<file path="config.mk">
export PLATFORM = sky130hd
export DESIGN_NAME = ffpsa_cfg
export DESIGN_NICKNAME = d
export VERILOG_FILES = /design/src/hw/rtl/first_fit_page_sector_allocator_core_defines.svh /design/src/hw/rtl/ffpsa_pkg.sv /design/src/hw/rtl/ffpsa_cfg.sv
export SDC_FILE = /design/constraint.sdc
export NUM_CORES = 1
export LEC_CHECK = 0
export BUFFER_PORTS_ARGS = -buffer_cell sky130_fd_sc_hd__buf_4
export CORE_ASPECT_RATIO = 0.8
export CORE_UTILIZATION = 30
export CTS_BUF_LIST = sky130_fd_sc_hd__clkbuf_8 sky130_fd_sc_hd__clkbuf_16
export CTS_CLUSTER_SIZE = 8
export DETAILED_ROUTE_END_ITERATION = 12
export SETUP_SLACK_MARGIN = 0.4
export SYNTH_ARGS = -nofsm -noshare
export SYNTH_HDL_FRONTEND = slang
export SYNTH_SLANG_ARGS = --single-unit
export TNS_END_PERCENT = 1
</file>
<file path="constraint.sdc">
create_clock -name clk_i -period 1.1 [get_ports clk_i]
set_input_delay 0.165 -clock clk_i [delete_from_list [all_inputs] [get_ports clk_i]]
set_output_delay 0.165 -clock clk_i [all_outputs]
set_load 0.01 [all_outputs]
</file>
<file path="src/hw/rtl/first_fit_page_sector_allocator_core_defines.svh">
// Assertion macros for the sector allocator core.
`ifndef FIRST_FIT_PAGE_SECTOR_ALLOCATOR_CORE_DEFINES_SVH
`define FIRST_FIT_PAGE_SECTOR_ALLOCATOR_CORE_DEFINES_SVH

`ifndef ASSERT_OFF
`define FFPSA_ASSERT(lbl, clk, rstn, prop) \
  lbl: assert property (@(posedge clk) disable iff (!rstn) prop) \
    else $error("ffpsa assertion failed");
`define FFPSA_ASSERT_NR(lbl, clk, prop) \
  lbl: assert property (@(posedge clk) prop) \
    else $error("ffpsa reset assertion failed");
`else
`define FFPSA_ASSERT(lbl, clk, rstn, prop)
`define FFPSA_ASSERT_NR(lbl, clk, prop)
`endif

`endif

</file>
<file path="src/hw/rtl/ffpsa_pkg.sv">
// Types and constants shared by the sector allocator modules.
package ffpsa_pkg;

  localparam int unsigned AddrW   = 32;
  localparam int unsigned PageW   = 17;
  localparam int unsigned HdrW    = 7;
  localparam int unsigned ApbAw   = 4;
  localparam int unsigned ApbDw   = 32;
  localparam int unsigned DivRemW = 17;

  localparam logic [AddrW-1:0] HEAP_BASE_RST   = 32'h0001_0001;
  localparam logic [PageW-1:0] PAGE_BYTES_RST  = 17'h0_0200;
  localparam logic [HdrW-1:0]  HEADER_SIZE_RST = 7'd12;

  typedef enum logic {
    OP_ALLOC = 1'b0,
    OP_FREE  = 1'b1
  } op_e;

  typedef enum logic [1:0] {
    ST_OK        = 2'd0,
    ST_FULL      = 2'd1,
    ST_NOT_FOUND = 2'd2
  } status_e;

  typedef enum logic [1:0] {
    REG_HEAP_BASE   = 2'd0,
    REG_PAGE_BYTES  = 2'd1,
    REG_HEADER_SIZE = 2'd2
  } reg_e;

  typedef enum logic [2:0] {
    S_IDLE,
    S_DIV,
    S_SCAN,
    S_LAST_RD,
    S_LAST_MUL,
    S_APPEND,
    S_DONE
  } state_e;

  typedef struct packed {
    op_e              op;
    logic [AddrW-1:0] request_size;
    logic [AddrW-1:0] release_addr;
  } req_t;

  typedef struct packed {
    logic [AddrW-1:0] data_addr;
    logic             reused;
    status_e          status;
  } rsp_t;

  typedef struct packed {
    logic [AddrW-1:0] heap_base;
    logic [PageW-1:0] page_bytes;
    logic [HdrW-1:0]  header_size;
  } cfg_t;

  typedef struct packed {
    logic req_load;
    logic div_step;
    logic scan_run;
    logic hit_take;
    logic miss_take;
    logic last_rd;
    logic last_mul;
    logic append;
    logic out_load;
  } cmd_t;

  typedef struct packed {
    logic div_last;
    logic hit;
    logic exhausted;
    logic is_free;
    logic full;
  } sts_t;

endpackage

</file>
<file path="src/hw/rtl/ffpsa_cfg.sv">
// APB configuration registers of the sector allocator.
module ffpsa_cfg (
  input  logic                       clk_i,
  input  logic                       rst_ni,
  input  logic                       psel,
  input  logic                       penable,
  input  logic                       pwrite,
  input  logic [ffpsa_pkg::ApbAw-1:0] paddr,
  input  logic [ffpsa_pkg::ApbDw-1:0] pwdata,
  output logic [ffpsa_pkg::ApbDw-1:0] prdata,
  output logic                       pready,
  output ffpsa_pkg::cfg_t            cfg_o
);

  ffpsa_pkg::cfg_t  cfg_q, cfg_d;
  ffpsa_pkg::reg_e  reg_idx;
  logic             wr_en;

  assign reg_idx = ffpsa_pkg::reg_e'(paddr[3:2]);
  assign wr_en   = psel & penable & pwrite;
  assign pready  = 1'b1;
  assign cfg_o   = cfg_q;

  always_comb begin
    cfg_d = cfg_q;
    if (wr_en) begin
      unique case (reg_idx)
        ffpsa_pkg::REG_HEAP_BASE:   cfg_d.heap_base   = pwdata;
        ffpsa_pkg::REG_PAGE_BYTES:  cfg_d.page_bytes  = pwdata[ffpsa_pkg::PageW-1:0];
        ffpsa_pkg::REG_HEADER_SIZE: cfg_d.header_size = pwdata[ffpsa_pkg::HdrW-1:0];
        default: ;
      endcase
    end
  end

  always_comb begin
    unique case (reg_idx)
      ffpsa_pkg::REG_HEAP_BASE:   prdata = cfg_q.heap_base;
      ffpsa_pkg::REG_PAGE_BYTES:  prdata = {15'b0, cfg_q.page_bytes};
      ffpsa_pkg::REG_HEADER_SIZE: prdata = {25'b0, cfg_q.header_size};
      default:                    prdata = '0;
    endcase
  end

  always_ff @(posedge clk_i or negedge rst_ni) begin
    if (!rst_ni) begin
      cfg_q.heap_base   <= ffpsa_pkg::HEAP_BASE_RST;
      cfg_q.page_bytes  <= ffpsa_pkg::PAGE_BYTES_RST;
      cfg_q.header_size <= ffpsa_pkg::HEADER_SIZE_RST;
    end else begin
      cfg_q <= cfg_d;
    end
  end

endmodule

</file>
==> results of run 1 <==
==> cell type report <==
cell class | instances | share of cell area
clock buffers | 5 | 0.0170
clock inverters | 3 | 0.00960
multi-input cells | 119 | 0.291
flip-flops and latches | 56 | 0.348
well taps | 108 | 0.0334
repair buffers | 142 | 0.301
==> layer usage <==
| layer | up-vias | global-route usage | wire, um |
|---|---|---|---|
| met2 | 70 | 0.256 | 3130 |
| met4 | 0 | 0.0338 | 31 |
| li1 | 915 | - | - |
| met3 | 4 | 0.0375 | 376 |
| met5 | - | 0 | 0 |
| met1 | 957 | 0.193 | 2850 |
==> worst paths after layout <==
check	startpoint	end	slack, ps	depth (start not counted)
worst max-delay path	cfg_o[24]	prdata[0]	-230	3
worst min-delay path	pwdata[28]	cfg_o[52]	80	2
min in group asynchronous	rst_ni	cfg_o[9]	380	3
worst min register to register	cfg_o[45]	cfg_o[45]	520	1
max in group asynchronous	rst_ni	cfg_o[40]	420	3
worst max register to register	cfg_o[24]	cfg_o[24]	270	2
==> power breakdown <==
part	total [W]	internal (W)	leakage [nW]	switching (W)
combinational	0.00247	0.00157	1.25	0.000906
clock	0.00132	0.000668	0.0593	0.000647
sequential	0.00298	0.00257	0.678	0.000406
total	0.00676	0.00480	1.99	0.00196
==> cells by family (layout without fill, tap and decap cells) <==
group / after synthesis / count (layout)
mux: 73 / 73
flops: 56 / 56
simple gates: 38 / 38
buf+inv: 10 / 150
compound gates: 7 / 7
other cells: 1 / 1
==> layout by cell type (no fill, tap or decap), drive strengths merged <==
| cell | instances |
|---|---|
| mux2 | 56 |
| nor3b | 2 |
| nor2 | 11 |
| conb | 1 |
| nor3 | 1 |
| nand3 | 1 |
| o21ai | 7 |
| bufinv | 1 |
| buf | 141 |
| clkbuf | 5 |
| and2 | 15 |
| dfstp | 5 |
| nand2 | 7 |
| inv | 1 |
| nor2b | 1 |
| clkinv | 1 |
| dfrtp | 51 |
| mux2i | 17 |
| dlygate4sd3 | 1 |
==> metrics by stage <==
step                utilization  total power (W)
floorplan                     -          0.00388
global placement          0.461          0.00519
detailed placement        0.461          0.00524
CTS                       0.496          0.00681
global route              0.502          0.00717
finish                    0.502          0.00676
==> worst max-delay path, delay by kind of cell (launching register included) <==
kind                   cells  cell delay, ps
flip-flops                 1             540
buffers and inverters      1             140
AO/OA/AOI/OAI              1             130
multiplexers               1              60
==> what timing repair did <==
| item | 4_1_cts | 5_1_grt |
|---|---|---|
| setup endpoints to repair | 144 | 149 |
| pin swaps | 4 | 5 |
| gates resized for setup | 51 | 12 |
| hold buffers | 1 | 0 |
| hold endpoints to repair | 51 | 0 |
==> results.md, run 1 <==
* Multi-input logic area at 0.00118 mm2
* Setup tns final at -3180 ps
* CP Data Required Time at 940 ps
* Clock buffer depth at 2
* Number of routed nets with antenna violations at 0
* Routed WL per cell at 14.8 um
* Final RePlAce weighted congestion at 0.687
* Clock latency on the worst-skew pair at 300 ps
* LEAKAGE at 1.99 nW
* Top cells by area, synth: dfrtp_1 (51%), mux2_2 (24%), mux2i_1 (6.7%), dfstp_2 (5.2%), and2_1 (3.7%)
* DRC at 0
* Peak Freq at 751 MHz
* Most frequent cells after synthesis: mux2_2 (54), dfrtp_1 (51), mux2i_1 (17)
* Max IR drop VDD at 701 uV
* # clock sinks at 56
* Fillers at 709
* CTS tree: built
* Synthesized area at 0.00252 mm2
* CP Max Fanout at 2
* Synth Flop Type: dfrtp_1
* Post-synth EDFFs at 0
* Largest net degree at the start of global routing at 57
* Synth area leader: dfrtp_1
* CTS Root Cell: clkbuf_8
* Async SR Flop Fraction at 1.00
* Critical-path cell list: mux2i_1 > o21ai_1 > buf_4
* Setup bufs post-CTS at 0
* I/O Buffers at 126
* Avg Synthesized Cell Area at 13.6 um2
* Initial DRC count at 45
* Fin Clk Skew at 0 ps
* Final WL at 6390 um
* DP Area at 0.00371 mm2
* Synth Area in XOR/XNOR at 0
* Syn_nets at 226
* Antenna cell count at 0
* Non-filler cells, final at 433
* Final WS setup at -232 ps
* Initial Util at 0.313
* Nets at 365
* Yosys reg bits at 56
* Syn Inst Count at 185
* Synth top area share at 0.506
* Worst min-delay path category: input pin to flip-flop
* Synth Area in Compound Gates at 0.0139
* Worst Setup Start Kind: flip-flop
* Reg area at 0.00141 mm2
* Post-route minimum period at 1330 ps
* CTS HTree Levels at 2
* Final critical-path share of the clock period at 1.21
* Synthesized-area fraction occupied by adder cells at 0
* DP HPWL at 4500 um
* Status: finished, violations left
* Area grow syn2layout at 60.1%
* Vias in the first global route at 2045
* Die ar. at 0.00879 mm2
* RSZ-0062 raised after global routing: true
* Io pins at 130
* Post-Synth Simple-Gate Area at 0.0868
* Vias at 1946
* Chip width at 105 um
* Synth unique cells at 19
* CP Capture Type: output port
* Core Area at 0.00806 mm2
* Drt via density at 4.49
* Inserted Clock Buffers at 5
* Antenna violations before repair at 0
* Global-route wire length before repair at 10600 um
* Post-synthesis sequential area ratio at 0.558
* Gr usage total at 0.151
* Cell area after layout at 0.00404 mm2
* Critical Path AT at 1170 ps
* FP Rows at 29
* Placed cells at 424
* Max FFs per register at 56
* Multiplexer area fraction after synthesis at 0.317
* Final setup vio count at 37
* Overflow after GRT at 0
* Combinational family with the most area after synthesis: multiplexers
* Number of iterations in the first detailed-routing pass at 4
* Pre-CTS setup slack at -190 ps
* Hold Vio Cnt, Final at 0
* Synth Warn # at 0
* Max-cap violation count at 0
* Violated checks: negative setup slack
* Die H at 84.0 um
* Crit path largest cell delay at 540 ps
* Slew Limit Fails at 0
* WS Path Type: flip-flop to output port
* Clk pin slew, worst setup/hold paths at 100 ps
* Layout cells sized above 1 at 0.655
* CP max stage cell: dfstp_2
* Power per cell area at 1670 mW/mm2
* Most common cell in the netlist: mux2_2
* Worst hold slack at 75.8 ps
Power figures use the tool's default switching activity.
==> inputs of run 2 (changes only) <==
CELL_PAD_IN_SITES_DETAIL_PLACEMENT = 1   (was default)
CELL_PAD_IN_SITES_GLOBAL_PLACEMENT = 1   (was default)
CTS_BUF_LIST = sky130_fd_sc_hd__clkbuf_8   (was sky130_fd_sc_hd__clkbuf_8 sky130_fd_sc_hd__clkbuf_16)
PLACE_DENSITY_LB_ADDON = 0.1   (was default)
==> run 2 against run 1 <==
Compared with the run above: the flow finishes with violations (negative hold slack, negative setup slack); global-route usage rose by 1.8 points; first-iteration DRC count rose by 24%; sequential power barely moved; wire length rose by 14%; maximum frequency fell by 0.68%; critical path depth did not move; cell area fell by 0.46%; critical path type unchanged.
==> results.md, run 2 (synthesized netlist as in run 1, its figures left out) <==
* Nets at 367 (+0.55%)
* Worst Setup Start Kind: flip-flop
* Reg2Reg Setup Slack at 260 ps (about the same)
* Vias in the first global route at 2147 (+5.0%)
* FP Rows at 29 (unchanged)
* Commonest non-fill, non-tap cell in the layout: buf_4
* Area grow syn2layout at 59.4%
* DP HPWL at 5390 um (+20%)
* Core Area at 0.00806 mm2 (unchanged)
* Reg-to-reg startpoint: cfg_o[24]
* Violated checks: negative hold slack, negative setup slack
* Peak Freq at 746 MHz (-0.68%)
* Clock buffer depth at 2 (unchanged)
* Antenna cell count at 0 (unchanged)
* Final setup vio count at 37 (unchanged)
* CTS Root Cell: clkbuf_8
* CTS HTree Levels at 2 (unchanged)
* RSZ-0062 raised after global routing: true
* Max-cap violation count at 0 (unchanged)
* # clock sinks at 56 (unchanged)
* Largest net degree at the start of global routing at 30 (-47%)
* Worst hold slack at -297 ps (-373 ps)
* Vias at 1979 (+1.7%)
* Crit path largest cell delay at 550 ps (about the same)
* Grt met1 use at 0.213 (+0.0199)
* Gr usage total at 0.169 (+0.0185)
* Slew Limit Fails at 0 (unchanged)
* Antenna violations before repair at 0 (unchanged)
* CTS tree: built
* Reg-to-Reg End: cfg_o[24]
* Die ar. at 0.00879 mm2 (unchanged)
* Die H at 84.0 um (unchanged)
* Chip width at 105 um (unchanged)
* Power per cell area at 1650 mW/mm2 (-1.3%)
* Final Power at 0.00664 W (-1.8%)
* Critical Path AT at 1180 ps (about the same)
* Final RePlAce weighted congestion at 0.710 (+3.2%)
* Hold Vio Cnt, Final at 51 (+51)
* Cell area after layout at 0.00402 mm2 (-0.46%)
* Final WL at 7290 um (+14%)
* Clock latency on the worst-skew pair at 310 ps (about the same)
* Fin Clk Skew at 0 ps (unchanged)
* Initial DRC count at 56 (+24%)
* Max FFs per register at 56 (unchanged)
* Post-route minimum period at 1340 ps (+9.15 ps)
* Clk pin slew, worst setup/hold paths at 100 ps (about the same)
* Initial Util at 0.313 (unchanged)
* I/O Buffers at 126 (unchanged)
* Layout cells sized above 1 at 0.673 (+0.0174)
* WS Path Type: flip-flop to output port
* Overflow after GRT at 0 (unchanged)
* Global-route wire length before repair at 11700 um (+10%)
* LEAKAGE at 1.98 nW (-0.37%)
* DP Area at 0.00373 mm2 (+0.40%)
* CP max stage cell: dfstp_2
* Routed WL per cell at 16.8 um (+14%)
* GR met3 Demand/Resource at 0.0445 (+0.00703)
* Most frequent cells in the layout: buf_4 (115), dfrtp_1 (51), mux2_2 (31), buf_6 (26), mux2_4 (23)
* CP Data Required Time at 940 ps (about the same)
* Inserted Clock Buffers at 5 (unchanged)
* CP Max Fanout at 2 (unchanged)
* M2 GR Usage at 0.295 (+0.0391)
* Io pins at 130 (unchanged)
* Status: finished, violations left
* CP Capture Type: output port
* Final WS setup at -241 ps (-9.15 ps)
* Number of iterations in the first detailed-routing pass at 4 (unchanged)
* DRC at 0 (unchanged)
* Busiest grt layer: met2
* Critical-path cell list: mux2i_1 > o21ai_1 > buf_4
* Final critical-path share of the clock period at 1.22 (+0.00831)
* Max IR drop VDD at 633 uV (-9.7%)
* Number of routed nets with antenna violations at 0 (unchanged)
* Worst min-delay path category: input pin to asynchronous set/reset pin
* Drt via density at 4.55 (+1.2%)
* Depth of the worst register-to-register path at 2 (unchanged)
==> run 2: where the power goes <==
part / internal, W / leakage (nW) / total (W) / switching (W)
clock: 0.000447 / 0.0479 / 0.00114 / 0.000692
combinational: 0.00156 / 1.26 / 0.00251 / 0.000942
sequential: 0.00257 / 0.678 / 0.00300 / 0.000427
total: 0.00458 / 1.98 / 0.00664 / 0.00206
==> run 2: worst max-delay path by stage <==
stage | start | depth (start not counted) | slack [ps] | end
6_report | cfg_o[24] | 3 | -240 | prdata[0]
5_1_grt | cfg_o[40] | 3 | -330 | prdata[16]
3_5_place_dp | pwrite | 5 | -200 | cfg_o[31]
2_1_floorplan | pwrite | 4 | -130 | cfg_o[13]
3_3_place_gp | pwrite | 5 | -170 | cfg_o[51]
4_1_cts | cfg_o[24] | 3 | -260 | prdata[0]
==> run 2: cell type report <==
class,instances,area [um2]
multi-input cells,119,1180
flip-flops and latches,56,1410
fillers,883,4030
well taps,108,135
repair buffers,144,1220
clock buffers,5,68.8
clock inverters,3,18.8
==> run 2: repair_timing <==
action | 4_1_cts | 5_1_grt
pin swaps | 4 | 4
cloned | 0 | 0
gates resized for setup | 48 | 14
hold endpoints to repair | 51 | 40
endpoints found under the setup margin | 144 | 144
setup buffers | 0 | 1
==> run 2: worst max-delay path, delay by kind of cell (launching register included) <==
kind / cells / cell delay [ps]
AO/OA/AOI/OAI: 1 / 120
flip-flops: 1 / 550
buffers and inverters: 1 / 140
multiplexers: 1 / 60
==> run 2: routing by layer <==
layer / share of wire / wire (um)
met4: 0.0034 / 25
met3: 0.051 / 371
met1: 0.44 / 3180
met5: 0 / 0
met2: 0.51 / 3710
==> run 2: through the flow <==
stage / util / setup TNS [ps] / std cells / setup WS [ps]
after floorplan: - / -3850 / 185 / -131
after global placement: 0.463 / -11670 / 426 / -171
after detailed placement: 0.463 / -12760 / 426 / -203
after CTS: 0.493 / -4410 / 434 / -255
after global routing: 0.499 / -6190 / 435 / -328
final: 0.499 / -3960 / 435 / -241
==> inputs of run 3 (changes only) <==
==> constraint.sdc (replaced) <==
create_clock -name clk_i -period 1.1 [get_ports clk_i]
set_input_delay 0.165 -clock clk_i [delete_from_list [all_inputs] [get_ports clk_i]]
set_output_delay 0.165 -clock clk_i [all_outputs]
set_load 0.02 [all_outputs]
==> run 3 against run 2 <==
Compared with the run above: the flow still finishes with violations (negative hold slack, negative setup slack); global-route usage rose by 0.11 points; total power rose by 12%; sequential power is essentially flat; die area unchanged; sequential share of layout area down 1.1 points; clock-buffer cell count stayed put; critical path depth did not move; first-iteration DRC count decreased by 59%; flip-flop and latch count is the same; clock power increased by 14%; critical endpoint unchanged; largest cell class unchanged.
==> results.md, run 3 (synthesized netlist as in run 1, its figures left out) <==
* Status: finished, violations left
* Violated checks: negative hold slack, negative setup slack
* Core Area at 0.00806 mm2 (unchanged)
* Placed cells at 425 (-0.23%)
* Overflow after GRT at 0 (unchanged)
* Layout cells sized above 1 at 0.696 (+0.0235)
* Number of routed nets with antenna violations at 0 (unchanged)
* Final critical-path share of the clock period at 1.22 (+0.00147)
* CP Capture Type: output port
* Chip width at 105 um (unchanged)
* Critical Path AT at 1180 ps (about the same)
* Initial DRC count at 23 (-59%)
* Initial Util at 0.313 (unchanged)
* Number of iterations in the first detailed-routing pass at 3 (-1)
* Slew Limit Fails at 0 (unchanged)
* Worst min-delay path category: input pin to asynchronous set/reset pin
* Worst Setup Start Kind: flip-flop
* DP Area at 0.00374 mm2 (+0.47%)
* Most frequent cells in the layout: buf_4 (94), dfrtp_1 (51), buf_6 (42), mux2_2 (35), mux2_4 (20)
* FP Rows at 29 (unchanged)
* Final setup vio count at 38 (+2.7%)
* Gate power share at 0.418 (+0.041)
* Max FFs per register at 56 (unchanged)
* Largest net degree at the start of global routing at 57 (+90%)
* Max IR drop VDD at 861 uV (+36%)
* Peak Freq at 745 MHz (-0.12%)
* P_int at 0.00491 W (+7.1%)
* Inserted Clock Buffers at 5 (unchanged)
* Clock latency on the worst-skew pair at 290 ps (-20 ps)
* RSZ-0062 raised after global routing: true
* Global-route wire length before repair at 11800 um (+0.88%)
* CTS Root Cell: clkbuf_8
* Clk pwr share at 0.175 (+0.004)
* Commonest non-fill, non-tap cell in the layout: buf_4
* Clock buffer depth at 2 (unchanged)
* Die H at 84.0 um (unchanged)
* Power per cell area at 1790 mW/mm2 (+8.3%)
* # clock sinks at 56 (unchanged)
* CP Max Fanout at 2 (unchanged)
* LEAKAGE at 2.02 nW (+2.2%)
* Final WS setup at -242 ps (-1.62 ps)
* Fin Clk Skew at 0 ps (unchanged)
* Psw at 0.00253 W (+23%)
* Vias at 1983 (+0.20%)
* Sw frac at 0.340 (+0.0295)
* Nets at 366 (-0.27%)
* Final RePlAce weighted congestion at 0.717 (+1.0%)
* Drt via density at 4.57 (+0.43%)
* I/O Buffers at 126 (unchanged)
* Final WL at 7160 um (-1.8%)
* Post-route minimum period at 1340 ps (+1.62 ps)
* Routed WL per cell at 16.5 um (-1.6%)
* Final Power at 0.00743 W (+12%)
* Die ar. at 0.00879 mm2 (unchanged)
* Sequential Power Share at 0.407 (-0.044)
* Cell area after layout at 0.00416 mm2 (+3.3%)
* Worst hold slack at -172 ps (+125 ps)
* Antenna cell count at 0 (unchanged)
* DP HPWL at 5270 um (-2.2%)
* Hold Vio Cnt, Final at 51 (unchanged)
* Vias in the first global route at 2204 (+2.7%)
* Area grow syn2layout at 64.7%
* CTS tree: built
* Fillers at 867 (-1.8%)
* Io pins at 130 (unchanged)
* WS Path Type: flip-flop to output port
* Antenna violations before repair at 0 (unchanged)
* CP Data Required Time at 940 ps (about the same)
* DRC at 0 (unchanged)
* Clk pin slew, worst setup/hold paths at 90 ps (about the same)
* Gr usage total at 0.170 (+0.00113)
* Non-filler cells, final at 434 (-0.23%)
* Max-cap violation count at 0 (unchanged)
* Pre-CTS setup slack at -192 ps (+10.5 ps)
* CTS HTree Levels at 2 (unchanged)
-- run 3: changes by cell type in the layout (fill, tap and decap cells not counted), sizes merged --
cell,change
clkinv,-2
buf,-1
bufinv,+1
inv,+1
-- run 3: routing by layer --
layer / vias up / part of all wire / track usage
met3: 2 / 0.072 / 0.0515
met2: 67 / 0.51 / 0.291
li1: 915 / - / -
met5: - / 0 / 0
met4: 0 / 0.0032 / 0.0325
met1: 999 / 0.42 / 0.213
-- run 3: area by class of cell --
cell class                 count  area, um2  share of cell area
sequential                    56       1410               0.339
clock buffer                   5       68.8              0.0166
clock inverter                 3       38.8             0.00933
tap                          108        135              0.0325
multi-input combinational    119       1190               0.287
timing repair buffer         143       1310               0.316
-- run 3: power by group through the flow --
stage	Clock [W]	Combinational [W]	Sequential, W
6_report	0.00130	0.00311	0.00302
5_1_grt	0.00145	0.00329	0.00311
4_1_cts	0.00136	0.00311	0.00303
3_5_place_dp	0	0.00280	0.00302
3_3_place_gp	0	0.00275	0.00300
2_1_floorplan	0	0.000851	0.00352
-- run 3: per-stage QoR --
| step | setup TNS (ps) | util |
|---|---|---|
| detailed placement | -12910 | 0.465 |
| floorplan | -5750 | - |
| global route | -6120 | 0.516 |
| CTS | -4490 | 0.512 |
| global placement | -12030 | 0.465 |
| finish | -3780 | 0.516 |
-- run 3: repair_timing --
item	4_1_cts	5_1_grt
setup buffers	1	0
setup endpoints to repair	144	144
pin swaps	4	3
hold endpoints to repair	51	51
gates resized for setup	79	9
-- run 3: path summary, 6_finish.rpt --
path / start / cells after the start / endpoint / slack, ps
worst max-delay path: cfg_o[24] / 3 / prdata[0] / -240
worst min-delay path: rst_ni / 2 / cfg_o[51] / -170
worst max register to register: cfg_o[10] / 2 / cfg_o[10] / 220
worst min register to register: cfg_o[23] / 1 / cfg_o[23] / 550
max in group asynchronous: rst_ni / 2 / cfg_o[3] / 960
min in group clk_i: pwdata[21] / 2 / cfg_o[45] / 80
-- run 3: worst max-delay path: stages, from the launching register on --
cell	delay, ps
dfstp_2	540
mux2i_1	60
o21ai_1	120
buf_4	160
