==> config.mk <==
export PLATFORM = sky130hd
export DESIGN_NAME = ffpsa_ctrl
export DESIGN_NICKNAME = d
export VERILOG_FILES = /design/src/hw/rtl/ffpsa_pkg.sv /design/src/hw/rtl/ffpsa_ctrl.sv
export VERILOG_INCLUDE_DIRS = /design/src /design/src/hw/rtl
export SDC_FILE = /design/constraint.sdc
export NUM_CORES = 1
export LEC_CHECK = 0
export CORE_MARGIN = 4
export CORE_UTILIZATION = 25
export DETAILED_ROUTE_END_ITERATION = 8
export DONT_BUFFER_PORTS = 1
export SYNTH_ARGS = -nofsm -noshare
export SYNTH_HDL_FRONTEND = slang
export SYNTH_SLANG_ARGS = --single-unit
==> constraint.sdc <==
create_clock -name clk_i -period 1.6 [get_ports clk_i]
set_input_delay 0.24 -clock clk_i [delete_from_list [all_inputs] [get_ports clk_i]]
set_output_delay 0.24 -clock clk_i [all_outputs]
set_load 0.02 [all_outputs]
==> src/hw/rtl/first_fit_page_sector_allocator_core_defines.svh <==
// Assertion macros for the sector allocator core.
`ifndef FIRST_FIT_PAGE_SECTOR_ALLOCATOR_CORE_DEFINES_SVH
`define FIRST_FIT_PAGE_SECTOR_ALLOCATOR_CORE_DEFINES_SVH

`ifndef ASSERT_OFF
`define FFPSA_ASSERT(lbl, clk, rstn, prop) \
  lbl: assert property (@(posedge clk) disable iff (!rstn) prop) \
    else $error("ffpsa assertion failed");
`define FFPSA_ASSERT_NR(lbl, clk, prop) \
  lbl: assert property (@(posedge clk) prop) \
    else $error("ffpsa reset assertion failed");
`else
`define FFPSA_ASSERT(lbl, clk, rstn, prop)
`define FFPSA_ASSERT_NR(lbl, clk, prop)
`endif

`endif

==> src/hw/rtl/ffpsa_pkg.sv <==
// Types and constants shared by the sector allocator modules.
package ffpsa_pkg;

  localparam int unsigned AddrW   = 32;
  localparam int unsigned PageW   = 17;
  localparam int unsigned HdrW    = 7;
  localparam int unsigned ApbAw   = 4;
  localparam int unsigned ApbDw   = 32;
  localparam int unsigned DivRemW = 17;

  localparam logic [AddrW-1:0] HEAP_BASE_RST   = 32'h0001_0001;
  localparam logic [PageW-1:0] PAGE_BYTES_RST  = 17'h0_0200;
  localparam logic [HdrW-1:0]  HEADER_SIZE_RST = 7'd12;

  typedef enum logic {
    OP_ALLOC = 1'b0,
    OP_FREE  = 1'b1
  } op_e;

  typedef enum logic [1:0] {
    ST_OK        = 2'd0,
    ST_FULL      = 2'd1,
    ST_NOT_FOUND = 2'd2
  } status_e;

  typedef enum logic [1:0] {
    REG_HEAP_BASE   = 2'd0,
    REG_PAGE_BYTES  = 2'd1,
    REG_HEADER_SIZE = 2'd2
  } reg_e;

  typedef enum logic [2:0] {
    S_IDLE,
    S_DIV,
    S_SCAN,
    S_LAST_RD,
    S_LAST_MUL,
    S_APPEND,
    S_DONE
  } state_e;

  typedef struct packed {
    op_e              op;
    logic [AddrW-1:0] request_size;
    logic [AddrW-1:0] release_addr;
  } req_t;

  typedef struct packed {
    logic [AddrW-1:0] data_addr;
    logic             reused;
    status_e          status;
  } rsp_t;

  typedef struct packed {
    logic [AddrW-1:0] heap_base;
    logic [PageW-1:0] page_bytes;
    logic [HdrW-1:0]  header_size;
  } cfg_t;

  typedef struct packed {
    logic req_load;
    logic div_step;
    logic scan_run;
    logic hit_take;
    logic miss_take;
    logic last_rd;
    logic last_mul;
    logic append;
    logic out_load;
  } cmd_t;

  typedef struct packed {
    logic div_last;
    logic hit;
    logic exhausted;
    logic is_free;
    logic full;
  } sts_t;

endpackage

==> src/hw/rtl/ffpsa_ctrl.sv <==
// Request sequencer of the sector allocator.
`include "first_fit_page_sector_allocator_core_defines.svh"

module ffpsa_ctrl (
  input  logic            clk_i,
  input  logic            rst_ni,
  input  logic            in_valid_i,
  output logic            in_ready_o,
  output logic            out_valid_o,
  input  logic            out_ready_i,
  input  ffpsa_pkg::sts_t sts_i,
  output ffpsa_pkg::cmd_t cmd_o
);

  ffpsa_pkg::state_e state_q, state_d;
  logic              out_vld_q, out_vld_d;

  assign out_valid_o = out_vld_q;

  always_ff @(posedge clk_i or negedge rst_ni) begin
    if (!rst_ni) begin
      state_q   <= ffpsa_pkg::S_IDLE;
      out_vld_q <= 1'b0;
    end else begin
      state_q   <= state_d;
      out_vld_q <= out_vld_d;
    end
  end

  always_comb begin
    state_d    = state_q;
    cmd_o      = '0;
    in_ready_o = 1'b0;
    unique case (state_q)
      ffpsa_pkg::S_IDLE: begin
        in_ready_o = 1'b1;
        if (in_valid_i) begin
          cmd_o.req_load = 1'b1;
          state_d        = ffpsa_pkg::S_DIV;
        end
      end
      ffpsa_pkg::S_DIV: begin
        cmd_o.div_step = 1'b1;
        if (sts_i.is_free || sts_i.div_last) begin
          state_d = ffpsa_pkg::S_SCAN;
        end
      end
      ffpsa_pkg::S_SCAN: begin
        cmd_o.scan_run = 1'b1;
        if (sts_i.hit) begin
          cmd_o.hit_take = 1'b1;
          state_d        = ffpsa_pkg::S_DONE;
        end else if (sts_i.exhausted) begin
          if (sts_i.is_free || sts_i.full) begin
            cmd_o.miss_take = 1'b1;
            state_d         = ffpsa_pkg::S_DONE;
          end else begin
            state_d = ffpsa_pkg::S_LAST_RD;
          end
        end
      end
      ffpsa_pkg::S_LAST_RD: begin
        cmd_o.last_rd = 1'b1;
        state_d       = ffpsa_pkg::S_LAST_MUL;
      end
      ffpsa_pkg::S_LAST_MUL: begin
        cmd_o.last_mul = 1'b1;
        state_d        = ffpsa_pkg::S_APPEND;
      end
      ffpsa_pkg::S_APPEND: begin
        cmd_o.append = 1'b1;
        state_d      = ffpsa_pkg::S_DONE;
      end
      ffpsa_pkg::S_DONE: begin
        if (!out_vld_q || out_ready_i) begin
          cmd_o.out_load = 1'b1;
          state_d        = ffpsa_pkg::S_IDLE;
        end
      end
      default: state_d = ffpsa_pkg::S_IDLE;
    endcase
  end

  always_comb begin
    out_vld_d = out_vld_q;
    if (cmd_o.out_load) begin
      out_vld_d = 1'b1;
    end else if (out_ready_i) begin
      out_vld_d = 1'b0;
    end
  end

  `FFPSA_ASSERT_NR(a_reset_idle, clk_i, !rst_ni |=> (state_q == ffpsa_pkg::S_IDLE && !out_vld_q))
  `FFPSA_ASSERT(a_done_waits, clk_i, rst_ni, (state_q == ffpsa_pkg::S_DONE && out_vld_q && !out_ready_i) |=> (state_q == ffpsa_pkg::S_DONE))
  `FFPSA_ASSERT(a_free_skips_div, clk_i, rst_ni, (state_q == ffpsa_pkg::S_DIV && sts_i.is_free) |=> (state_q == ffpsa_pkg::S_SCAN))
  `FFPSA_ASSERT(a_hit_ends_scan, clk_i, rst_ni, (state_q == ffpsa_pkg::S_SCAN && sts_i.hit) |=> (state_q == ffpsa_pkg::S_DONE))
  `FFPSA_ASSERT(a_miss_appends, clk_i, rst_ni, (state_q == ffpsa_pkg::S_SCAN && !sts_i.hit && sts_i.exhausted && !sts_i.is_free && !sts_i.full) |=> (state_q == ffpsa_pkg::S_LAST_RD))

endmodule

==> results of run 1 <==
## worst max path at each step
stage | start | slack [ps] | cells past startpoint | end
after detailed placement | state_q[1] | 230 | 4 | cmd_o[4]
final | state_q[0] | 80 | 4 | cmd_o[4]
after CTS | state_q[0] | 10 | 4 | cmd_o[4]
after floorplan | state_q[0] | 0.2 | 3 | cmd_o[8]
after global routing | state_q[0] | -20 | 4 | cmd_o[4]
after global placement | state_q[1] | 270 | 4 | cmd_o[4]
## area by class of cell
class / count / area, sq um
clock buffer: 3 / 22.52
fill: 130 / 793.3
inverter: 1 / 3.754
multi-input combinational: 28 / 190.2
sequential: 4 / 103.9
tap: 14 / 17.52
timing repair buffer: 5 / 40.04
## sequential cells by signal (all words and copies together), names as in the netlist
name	cells
state_q	3
out_valid_o	1
## per-layer routing
metal / global-route usage / share of wire / routed length, um
met5: 0 / 0 / 0
met4: 0.09036 / 0.0055 / 4
met3: 0.02033 / 0.12 / 90
met2: 0.1192 / 0.45 / 327
met1: 0.1049 / 0.42 / 308
## where the power goes
| group | total, mW | internal [mW] | leakage, nW | switching, mW |
|---|---|---|---|---|
| logic | 0.405 | 0.177 | 0.108 | 0.228 |
| registers | 0.279 | 0.157 | 0.0471 | 0.122 |
| clock network | 0.119 | 0.0835 | 0.0138 | 0.0354 |
| total | 0.802 | 0.418 | 0.169 | 0.385 |
## kinds of logic after synthesis
kind of cell           share of synthesized area
AO/OA/AOI/OAI                             0.2054
buffers and inverters                     0.1178
flip-flops                                0.3042
AND/OR/NAND/NOR                           0.3726
## worst max-delay path: cells and delay by family, from the launching register on
family,cells,cell delay (ps)
flops,1,470
buf+inv,1,140
simple gates,3,440
## layout by cell type, fill, tap and decap left out, drive strengths merged
master | netlist | layout
a21o | 1 | 1
and2 | 2 | 2
and3 | 1 | 1
buf | 4 | 4
clkbuf | 0 | 3
dfrtp | 4 | 4
dlygate4sd3 | 0 | 1
inv | 1 | 1
nand2 | 1 | 1
nand2b | 3 | 3
nand3b | 2 | 2
nor2 | 6 | 6
nor2b | 1 | 1
nor3 | 3 | 3
nor3b | 1 | 1
o21a | 1 | 1
o21ai | 2 | 2
o22ai | 1 | 1
o311a | 1 | 1
o32a | 1 | 1
o32ai | 1 | 1
## through the flow
stage / hold WS, ps / TNS, ps / util / power, mW / area, sq um
floorplan: -55.59 / 0 / - / 0.6327 / 329.1
global placement: -55.44 / 0 / 0.2917 / 0.6732 / 341.6
detailed placement: -55.45 / 0 / 0.2917 / 0.6750 / 341.6
CTS: 118.5 / 0 / 0.3205 / 0.8078 / 375.4
global route: 119.9 / -17.07 / 0.3227 / 0.8636 / 377.9
finish: 124.5 / 0 / 0.3227 / 0.8024 / 377.9
## repair_timing
action,4_1_cts,5_1_grt
buffers inserted,0,0
gates resized for setup,1,2
endpoints found under the hold margin,4,0
hold buffers,1,0
endpoints found under the setup margin,1,3
==> summary.md, run 1 <==
| Metric | Value |
|---|---|
| Outcome | `finished clean` |
| GRT Util Overall | `0.08659` |
| Number of detailed-route iterations in the first pass | `4` |
| Worst endpoint data arrival time | `about 1300 ps` |
| Timing-limited maximum frequency | `about 660 MHz` |
| Worst Hold Launch | `sts_i[1]` |
| Final Cycle Share | `0.9521` |
| Synth cell count leaders | `sky130_fd_sc_hd__nor2_1, sky130_fd_sc_hd__dfrtp_1, sky130_fd_sc_hd__nand2b_1, sky130_fd_sc_hd__nor3_1` |
| Pwr dens | `around 2100 mW/mm^2` |
| Count of input and output buffers | `0` |
| Mean cell area of the mapped netlist | `a little under 9 sq um` |
| TritonCTS clock tree | `built` |
| Antenna violations before repair | `0` |
| Share of final-layout standard cells stronger than drive strength 1 | `0.3171` |
| Starting utilization of the core area | `0.2810` |
| Setup Viol. Count Final | `0` |
| Overflow left after global routing | `0` |
| Share of async-settable or async-resettable flops after synthesis | `1.000` |
| DR DRC count | `0` |
| Routed wire length | `731 um` |
| Count of unique library cells instantiated by Yosys | `22` |
| R2R cell count | `3` |
| Number of placement rows | `12` |
| Library cell contributing the largest single delay on the critical path | `sky130_fd_sc_hd__dfrtp_2` |
| Final critical path time including I/O delays and setup | `between 1500 and 2000 ps` |
| Vias in the first global route | `roughly 300` |
| Kind of critical path | `reg2out` |
| Number of placed instances, taps included | `approximately 50` |
| Final antenna diode count | `0` |
| Fraction of synthesized cell area taken by the top area cell type | `0.3042` |
| Clk_lat worst skew | `roughly 230 ps` |
| Synthesis warning total | `0` |
| Endpoint of the worst hold-timing path | `state_q[0]` |
| Setup WS post-layout | `about 77 ps` |
| Number of flops mapped to enable cells by yosys | `0` |
| Post-synth net total | `46` |
| CP cell instances | `nor3b_4, nand3b_2, nor2_1, buf_4` |
| Leading register cell type out of synthesis | `sky130_fd_sc_hd__dfrtp_1` |
| Area of the core | `0.001171 sq mm` |
| Worst slew pin tran | `402.7 ps` |
| Routed length per placed instance | `about 13 um` |
| #FFs+latches synth | `4` |
| Mapped Area | `between 300 and 400 sq um` |
| Pin count of the biggest net entering global routing | `12` |
| Routability-driven placement congestion ratio | `around 0.7` |
| Number of clock sinks | `4` |
| Number of H-tree levels | `1` |
| Cells after synthesis | `37` |
| Vias per cell | `about 5` |
| Horizontal die dimension | `around 44 um` |
| Total via count after detailed routing | `280` |
| Leak | `between 0.15 and 0.2 nW` |
| Max stage delay on crit path | `470 ps` |
| DRC marker count from the first detailed-route iteration | `15` |
| Area of the die | `between 0.0015 and 0.002 sq mm` |
| Reg-to-reg slack, setup | `approximately 420 ps` |
| Data required time at the worst endpoint | `roughly 1400 ps` |
| Endpoint of the worst-slack reg-to-reg timing path | `state_q[0]` |
| Portion of the post-synthesis area used by sequential elements | `0.3042` |
| Number of maximum-capacitance constraint violations | `0` |
| Worst setup SP type | `flop` |
| # nets final | `52` |
| Antenna viol nets, final | `0` |
| Number of clock buffers inserted by TritonCTS | `3` |
| Beginning of the worst register-to-register path | `state_q[2]` |
| Unrepaired setup endpoints after global routing | `true` |
| Die span in y | `about 44 um` |
| Worst Clk Skew | `around 0.41 ps` |
| Final hold violation count | `0` |
| Post-placement worst setup slack | `~230 ps` |
| # IOs | `20` |
| Maximum fanout along the worst path | `11` |
| Worst-path clk slew | `30 ps` |
| Leading cell type by number of instances after synthesis | `sky130_fd_sc_hd__nor2_1` |
| Endpoint class of the critical path | `primary output` |
| Signed area change from the synthesized netlist to the final layout | `14.83%` |
| Wire length of the first global-routing pass | `approximately 1200 um` |
| Worst supply voltage drop on vdd | `~900 uV` |
| Cell accounting for the most synthesized area | `sky130_fd_sc_hd__dfrtp_1` |
| DPL Wire Length | `approximately 600 um` |
| Largest cells by area after synthesis | `sky130_fd_sc_hd__dfrtp_1, sky130_fd_sc_hd__buf_6, sky130_fd_sc_hd__nor2_1` |
| Number of cells on the worst hold path | `1` |
| Worst min-delay path class | `in2reg` |
| Final non-filler cell total | `55` |
| Relative slew slack | `0.7306` |
| CTS root buffer | `sky130_fd_sc_hd__clkbuf_4` |
| Clock buffer depth | `2` |
| Slew Viols, Final | `0` |
No activity file was read; power rests on OpenSTA's default activity.
==> inputs of run 2 (changes only) <==
ABC_AREA = 1   (was unset)
==> run 2 against run 1 <==
Worst hold slack worse by 8.5 ps. Largest power group unchanged. Largest cell class unchanged. Power is 20% higher. Routed wire length is 17% higher. Highest routed layer is now met3. Worst setup slack better by 8.9 ps. Cell count is 45% higher. Count of clock-buffer cells in the layout stayed put. Synthesized cell count is 51% higher. Global-route usage is 0.58 points higher. Sequential cell count stayed put. Register-to-register slack better by 30 ps. Critical path depth is 2 higher.
==> summary.md, run 2 <==
| Metric | Value |
|---|---|
| Outcome | `finished clean` |
| Post-placement worst setup slack | `254.7 ps (+29.00 ps)` |
| Pin count of the biggest net entering global routing | `9 (-3)` |
| Number of H-tree levels | `1 (unchanged)` |
| Leading register cell type out of synthesis | `sky130_fd_sc_hd__dfrtp_1` |
| Post-synth net total | `65 (+41%)` |
| Met3 global-route usage | `0.04348 (+0.02315)` |
| Area of the die | `0.002107 sq mm (+7.5%)` |
| Slew Viols, Final | `0 (unchanged)` |
| Portion of the post-synthesis area used by sequential elements | `0.2787 (-0.02544)` |
| Share of final-layout standard cells stronger than drive strength 1 | `0.4000 (+0.08293)` |
| Pwr dens | `2097 mW/mm^2 (-1.3%)` |
| Crit path capture | `cmd_o[4]` |
| Kind of critical path | `reg2out` |
| Routed length per placed instance | `10.70 um (-19%)` |
| Most frequent cells in the layout | `sky130_fd_sc_hd__nor2_1, sky130_fd_sc_hd__nand2_1, sky130_fd_sc_hd__inv_1` |
| Count of unique library cells instantiated by Yosys | `16 (-27%)` |
| Largest cells by area after synthesis | `sky130_fd_sc_hd__dfrtp_1, sky130_fd_sc_hd__nor2_1, sky130_fd_sc_hd__nand2_1` |
| Area of the core | `0.001334 sq mm (+14%)` |
| Unrepaired setup endpoints after global routing | `false` |
| Clock buffer depth | `2 (unchanged)` |
| Startpoint of the most critical setup path | `state_q[0]` |
| Beginning of the worst register-to-register path | `state_q[0]` |
| Synthesis warning total | `0 (unchanged)` |
| Overflow left after global routing | `0 (unchanged)` |
| Reg-to-reg slack, setup | `450 ps (+30 ps)` |
| Mapped Area | `359.1 sq um (+9.1%)` |
| Setup WS post-layout | `85.48 ps (+8.906 ps)` |
| Mean cell area of the mapped netlist | `6.412 sq um (-28%)` |
| Timing-limited maximum frequency | `660.3 MHz (+0.59%)` |
| Routability-driven placement congestion ratio | `0.7520 (+7.3%)` |
| Endpoint class of the critical path | `primary output` |
| Horizontal die dimension | `45.90 um (+3.7%)` |
| Clk_lat worst skew | `230 ps (about the same)` |
| Number of maximum-capacitance constraint violations | `0 (unchanged)` |
| Largest register FFs | `3 (unchanged)` |
| Signed area change from the synthesized netlist to the final layout | `27.53%` |
| Final critical path time including I/O delays and setup | `1515 ps (-8.906 ps)` |
| Data required time at the worst endpoint | `1360 ps (about the same)` |
| Vias in the first global route | `300 (+1.0%)` |
| Worst min-delay path class | `in2reg` |
| Antenna violations before repair | `0 (unchanged)` |
| #FFs+latches synth | `4 (unchanged)` |
| Final Cycle Share | `0.9466 (-0.005566)` |
| Wire length of the first global-routing pass | `1338 um (+11%)` |
| Worst endpoint data arrival time | `1270 ps (about the same)` |
| GR met2 Demand/Resource | `0.1209 (+0.001693)` |
| DR DRC count | `0 (unchanged)` |
| TritonCTS clock tree | `built` |
| Total negative slack | `0 ps (unchanged)` |
| Worst supply voltage drop on vdd | `952.4 uV (+5.4%)` |
| Total via count after detailed routing | `355 (+27%)` |
| Number of flops mapped to enable cells by yosys | `0 (unchanged)` |
| Top register by number of flip-flops | `state_q` |
| Final antenna diode count | `0 (unchanged)` |
| Synth cell count leaders | `sky130_fd_sc_hd__nor2_1, sky130_fd_sc_hd__nand2_1, sky130_fd_sc_hd__inv_1` |
| R2R cell count | `6 (+3)` |
| GRT Max-Usage Layer | `met2` |
| Die span in y | `45.90 um (+3.7%)` |
| Worst slew pin tran | `392.5 ps (-10.16 ps)` |
| Number of placement rows | `13 (+1)` |
| Worst setup SP type | `flop` |
| GRT Util Overall | `0.09243 (+0.005836)` |
| # nets final | `76 (+46%)` |
| Setup Viol. Count Final | `0 (unchanged)` |
| Routed wire length | `856 um (+17%)` |
| DPL Wire Length | `696.6 um (+16%)` |
| Maximum fanout along the worst path | `5 (-6)` |
| Number of placed instances, taps included | `75 (+47%)` |
| Final hold violation count | `0 (unchanged)` |
| Worst Clk Skew | `2.705 ps (+2.294 ps)` |
| Count of input and output buffers | `0 (unchanged)` |
| Leak | `0.2400 nW (+42%)` |
| Cells after synthesis | `56 (+51%)` |
| Met1 Resource Use GR | `0.1148 (+0.009876)` |
| Vias per cell | `4.438 (-13%)` |
| CTS root buffer | `sky130_fd_sc_hd__clkbuf_4` |
| Share of async-settable or async-resettable flops after synthesis | `1.000 (unchanged)` |
| DRC marker count from the first detailed-route iteration | `0 (-15)` |
| Fraction of synthesized cell area taken by the top area cell type | `0.2787 (-0.02544)` |
| Worst-path clk slew | `40 ps (about the same)` |
| Number of detailed-route iterations in the first pass | `1 (-3)` |
| Number of clock sinks | `4 (unchanged)` |
| Endpoint of the worst-slack reg-to-reg timing path | `state_q[1]` |
| Number of clock buffers inserted by TritonCTS | `3 (unchanged)` |
| Cell accounting for the most synthesized area | `sky130_fd_sc_hd__dfrtp_1` |
| Leading cell type by number of instances after synthesis | `sky130_fd_sc_hd__nor2_1` |
| Antenna viol nets, final | `0 (unchanged)` |
| Starting utilization of the core area | `0.2692 (-0.01175)` |
| Final non-filler cell total | `80 (+45%)` |
| Relative slew slack | `0.7374 (+0.006799)` |
| # IOs | `20 (unchanged)` |
## run 2: per-stage QoR
stage	area [sq um]	power, mW	utilization	hold WS [ps]
6_report	457.9	0.9602	0.3433	116.0
2_1_floorplan	359.1	0.6828	-	-55.59
4_1_cts	439.2	0.9239	0.3293	104.2
3_5_place_dp	404.1	0.7826	0.3030	-55.50
5_1_grt	457.9	1.057	0.3433	106.0
3_3_place_gp	404.1	0.7760	0.3030	-55.46
## run 2: routing by layer
metal	wire (um)	vias to the layer above
met1	373	153
met2	411	13
met4	0	0
met5	0	-
met3	71	0
li1	-	189
## run 2: logic make-up (layout without fill, tap and decap cells)
group	after synthesis	count (layout)	share of synthesized area
AOI/OAI and AO/OA	4	4	0.06970
buffers and inverters	13	22	0.1673
DFF	4	4	0.2788
and+or+nand+nor	35	35	0.4843
## run 2: how the worst min path moves through the flow
stage	startpoint	to	slack, ps	cells after the start
2_1_floorplan	rst_ni	out_valid_o	-60	0
3_3_place_gp	rst_ni	state_q[2]	-60	0
3_5_place_dp	rst_ni	state_q[2]	-60	0
4_1_cts	out_ready_i	out_valid_o	100	1
5_1_grt	out_ready_i	out_valid_o	110	1
6_report	out_ready_i	out_valid_o	120	1
## run 2: what timing repair did
action	4_1_cts	5_1_grt
pin swaps	0	1
gates resized for setup	1	5
hold buffers	1	0
buffers inserted	0	1
setup endpoints to repair	1	6
endpoints found under the hold margin	4	0
## run 2: layout make-up
type	count	area [sq um]
Clock buffer	3	22.52
Timing Repair Buffer	8	62.56
Inverter	11	41.29
Fill cell	156	875.8
Sequential cell	4	103.9
Tap cell	15	18.77
Multi-Input combinational cell	39	209.0
## run 2: power breakdown
group          total (mW)  internal, mW  switching [mW]  leakage, nW
logic               0.570         0.200           0.370        0.179
clock network       0.125        0.0839          0.0407       0.0138
registers           0.266         0.160           0.106       0.0469
## run 2: worst max-delay path, stage by stage (launching register included)
cell	delay [ps]
sky130_fd_sc_hd__dfrtp_2	440
sky130_fd_sc_hd__nor2_4	150
sky130_fd_sc_hd__inv_2	70
sky130_fd_sc_hd__nor2_4	80
sky130_fd_sc_hd__inv_1	60
sky130_fd_sc_hd__nor2_1	100
sky130_fd_sc_hd__buf_4	140
==> inputs of run 3 (changes only) <==
clock period = 1.8 ns   (was 1.6 ns; I/O delays follow)
==> run 3 against run 2 <==
Sequential cell count unchanged. Via count down 5.4%. Cell count down 3.8%. Routed wire length down 7.5%. Sequential share of layout area up 1.1 points. Die area unchanged. Power down 18%. Core utilization down 2.7 points. Register-to-register slack better by 160 ps. Combinational power down 19%. Non-clock buffer count down 3.
==> summary.md, run 3 (same netlist as run 2, synthesis figures left out) <==
| Metric | Value |
|---|---|
| Pwr dens | `1876 mW/mm^2 (-11%)` |
| Total negative slack | `0 ps (unchanged)` |
| Most frequent cells in the layout | `sky130_fd_sc_hd__nor2_1, sky130_fd_sc_hd__nand2_1, sky130_fd_sc_hd__inv_1` |
| Vias per cell | `4.364 (-1.7%)` |
| Number of clock buffers inserted by TritonCTS | `3 (unchanged)` |
| Number of H-tree levels | `1 (unchanged)` |
| Setup bufs post-CTS | `0 (unchanged)` |
| Count of input and output buffers | `0 (unchanged)` |
| Antenna violations before repair | `0 (unchanged)` |
| Final antenna diode count | `0 (unchanged)` |
| Clock buffer depth | `2 (unchanged)` |
| Vias in the first global route | `292 (-2.7%)` |
| Worst Hold Margin | `143.7 ps (+27.69 ps)` |
| Setup WS post-layout | `141.1 ps (+55.65 ps)` |
| Fin area | `421.7 sq um (-7.9%)` |
| Routed wire length | `792 um (-7.5%)` |
| R2R cell count | `6 (unchanged)` |
| Worst-path clk slew | `40 ps (about the same)` |
| Signed area change from the synthesized netlist to the final layout | `17.42%` |
| Starting utilization of the core area | `0.2692 (unchanged)` |
| Maximum fanout along the worst path | `5 (unchanged)` |
| TritonCTS clock tree | `built` |
| Final non-filler cell total | `77 (-3.8%)` |
| Routed length per placed instance | `10.29 um (-3.9%)` |
| Kind of critical path | `reg2out` |
| Reg-to-reg slack, setup | `610 ps (+160 ps)` |
| Horizontal die dimension | `45.90 um (unchanged)` |
| Worst Clk Skew | `1.751 ps (-0.9543 ps)` |
| Commonest non-fill, non-tap cell in the layout | `sky130_fd_sc_hd__nor2_1` |
| Relative slew slack | `0.7380 (about the same)` |
| Largest register FFs | `3 (unchanged)` |
| Total design power | `0.7910 mW (-18%)` |
| Number of placed instances, taps included | `73 (-2.7%)` |
| Total via count after detailed routing | `336 (-5.4%)` |
| Area of the core | `0.001334 sq mm (unchanged)` |
| Final Cycle Share | `0.9216` |
| Worst endpoint data arrival time | `1390 ps (+120 ps)` |
| Leak | `0.2274 nW (-5.3%)` |
| Number of detailed-route iterations in the first pass | `2 (+1)` |
| Number of maximum-capacitance constraint violations | `0 (unchanged)` |
| Slew Viols, Final | `0 (unchanged)` |
| Worst setup SP type | `flop` |
| Final critical path time including I/O delays and setup | `about 1700 ps` |
| DRC marker count from the first detailed-route iteration | `7 (+7)` |
| Area of the die | `0.002107 sq mm (unchanged)` |
| Placed cell areas | `389.1 sq um (-3.7%)` |
| Post-layout utilization of the core | `0.3161 (-0.02720)` |
| Die span in y | `45.90 um (unchanged)` |
| Top register by number of flip-flops | `state_q` |
| Number of placement rows | `13 (unchanged)` |
| Antenna viol nets, final | `0 (unchanged)` |
| GRT Util Overall | `0.08287 (-0.009562)` |
| Pin count of the biggest net entering global routing | `9 (unchanged)` |
| Post-placement worst setup slack | `371.5 ps (+116.8 ps)` |
| DPL Wire Length | `676.1 um (-2.9%)` |
| # nets final | `73 (-3.9%)` |
| Clk_lat worst skew | `230 ps (about the same)` |
| Timing-limited maximum frequency | `about 600 MHz` |
| Unrepaired setup endpoints after global routing | `false` |
| Wire length of the first global-routing pass | `1228 um (-8.2%)` |
| Endpoint class of the critical path | `primary output` |
| Outcome | `finished clean` |
| Number of clock sinks | `4 (unchanged)` |
| Worst supply voltage drop on vdd | `573.5 uV (-40%)` |
| # IOs | `20 (unchanged)` |
| Worst slew pin tran | `391.5 ps (-1.005 ps)` |
| Number of cells on the worst hold path | `1 (unchanged)` |
| Overflow left after global routing | `0 (unchanged)` |
| DR DRC count | `0 (unchanged)` |
| Worst min-delay path class | `in2reg` |
| CTS root buffer | `sky130_fd_sc_hd__clkbuf_4` |
| Setup Viol. Count Final | `0 (unchanged)` |
| Data required time at the worst endpoint | `1530 ps (+170 ps)` |
| Final hold violation count | `0 (unchanged)` |
| Routability-driven placement congestion ratio | `0.7583 (+0.84%)` |
| Share of final-layout standard cells stronger than drive strength 1 | `0.2903 (-0.1097)` |
## run 3: changes by cell type in the layout (fill, tap and decap cells not counted), sizes merged
| cell | change |
|---|---|
| buf | -3 |
## run 3: final cells by class
type                            instances  area [sq um]
Multi-Input combinational cell         39         198.9
Tap cell                               15         18.77
Clock buffer                            3         22.52
Timing Repair Buffer                    5         40.04
Sequential cell                         4         100.1
Inverter                               11         41.29
Fill cell                             162         912.1
## run 3: critical path, stage by stage, from the launching register on
cell                      delay [ps]
sky130_fd_sc_hd__dfrtp_1         420
sky130_fd_sc_hd__nor2_2          200
sky130_fd_sc_hd__inv_2            80
sky130_fd_sc_hd__nor2_4           80
sky130_fd_sc_hd__inv_1            50
sky130_fd_sc_hd__nor2_1          320
## run 3: repair_timing
item                      in CTS  in global routing
hold endpoints to repair       4                  0
resized for setup              0                  0
hold buffers                   1                  0
## run 3: where the power goes
group | switching (mW) | total [mW] | leakage (nW) | internal [mW]
clock network | 0.0358 | 0.110 | 0.0138 | 0.0745
registers | 0.0861 | 0.221 | 0.0504 | 0.135
logic | 0.311 | 0.460 | 0.163 | 0.148
total | 0.433 | 0.791 | 0.227 | 0.358
## run 3: metal layers
layer | up-vias | part of all wire | GRT usage
met3 | 0 | 0.057 | 0.03557
li1 | 185 | - | -
met1 | 142 | 0.48 | 0.1101
met4 | 0 | 0 | 0.05114
met5 | - | 0 | 0
met2 | 9 | 0.46 | 0.1071
## run 3: worst paths after layout
check | startpoint | end
setup / recovery | state_q[2] | cmd_o[4]
hold / removal | out_ready_i | out_valid_o
setup reg to reg | state_q[2] | state_q[1]
hold reg to reg | out_valid_o | out_valid_o
max in group asynchronous | rst_ni | out_valid_o
min in group asynchronous | rst_ni | state_q[2]
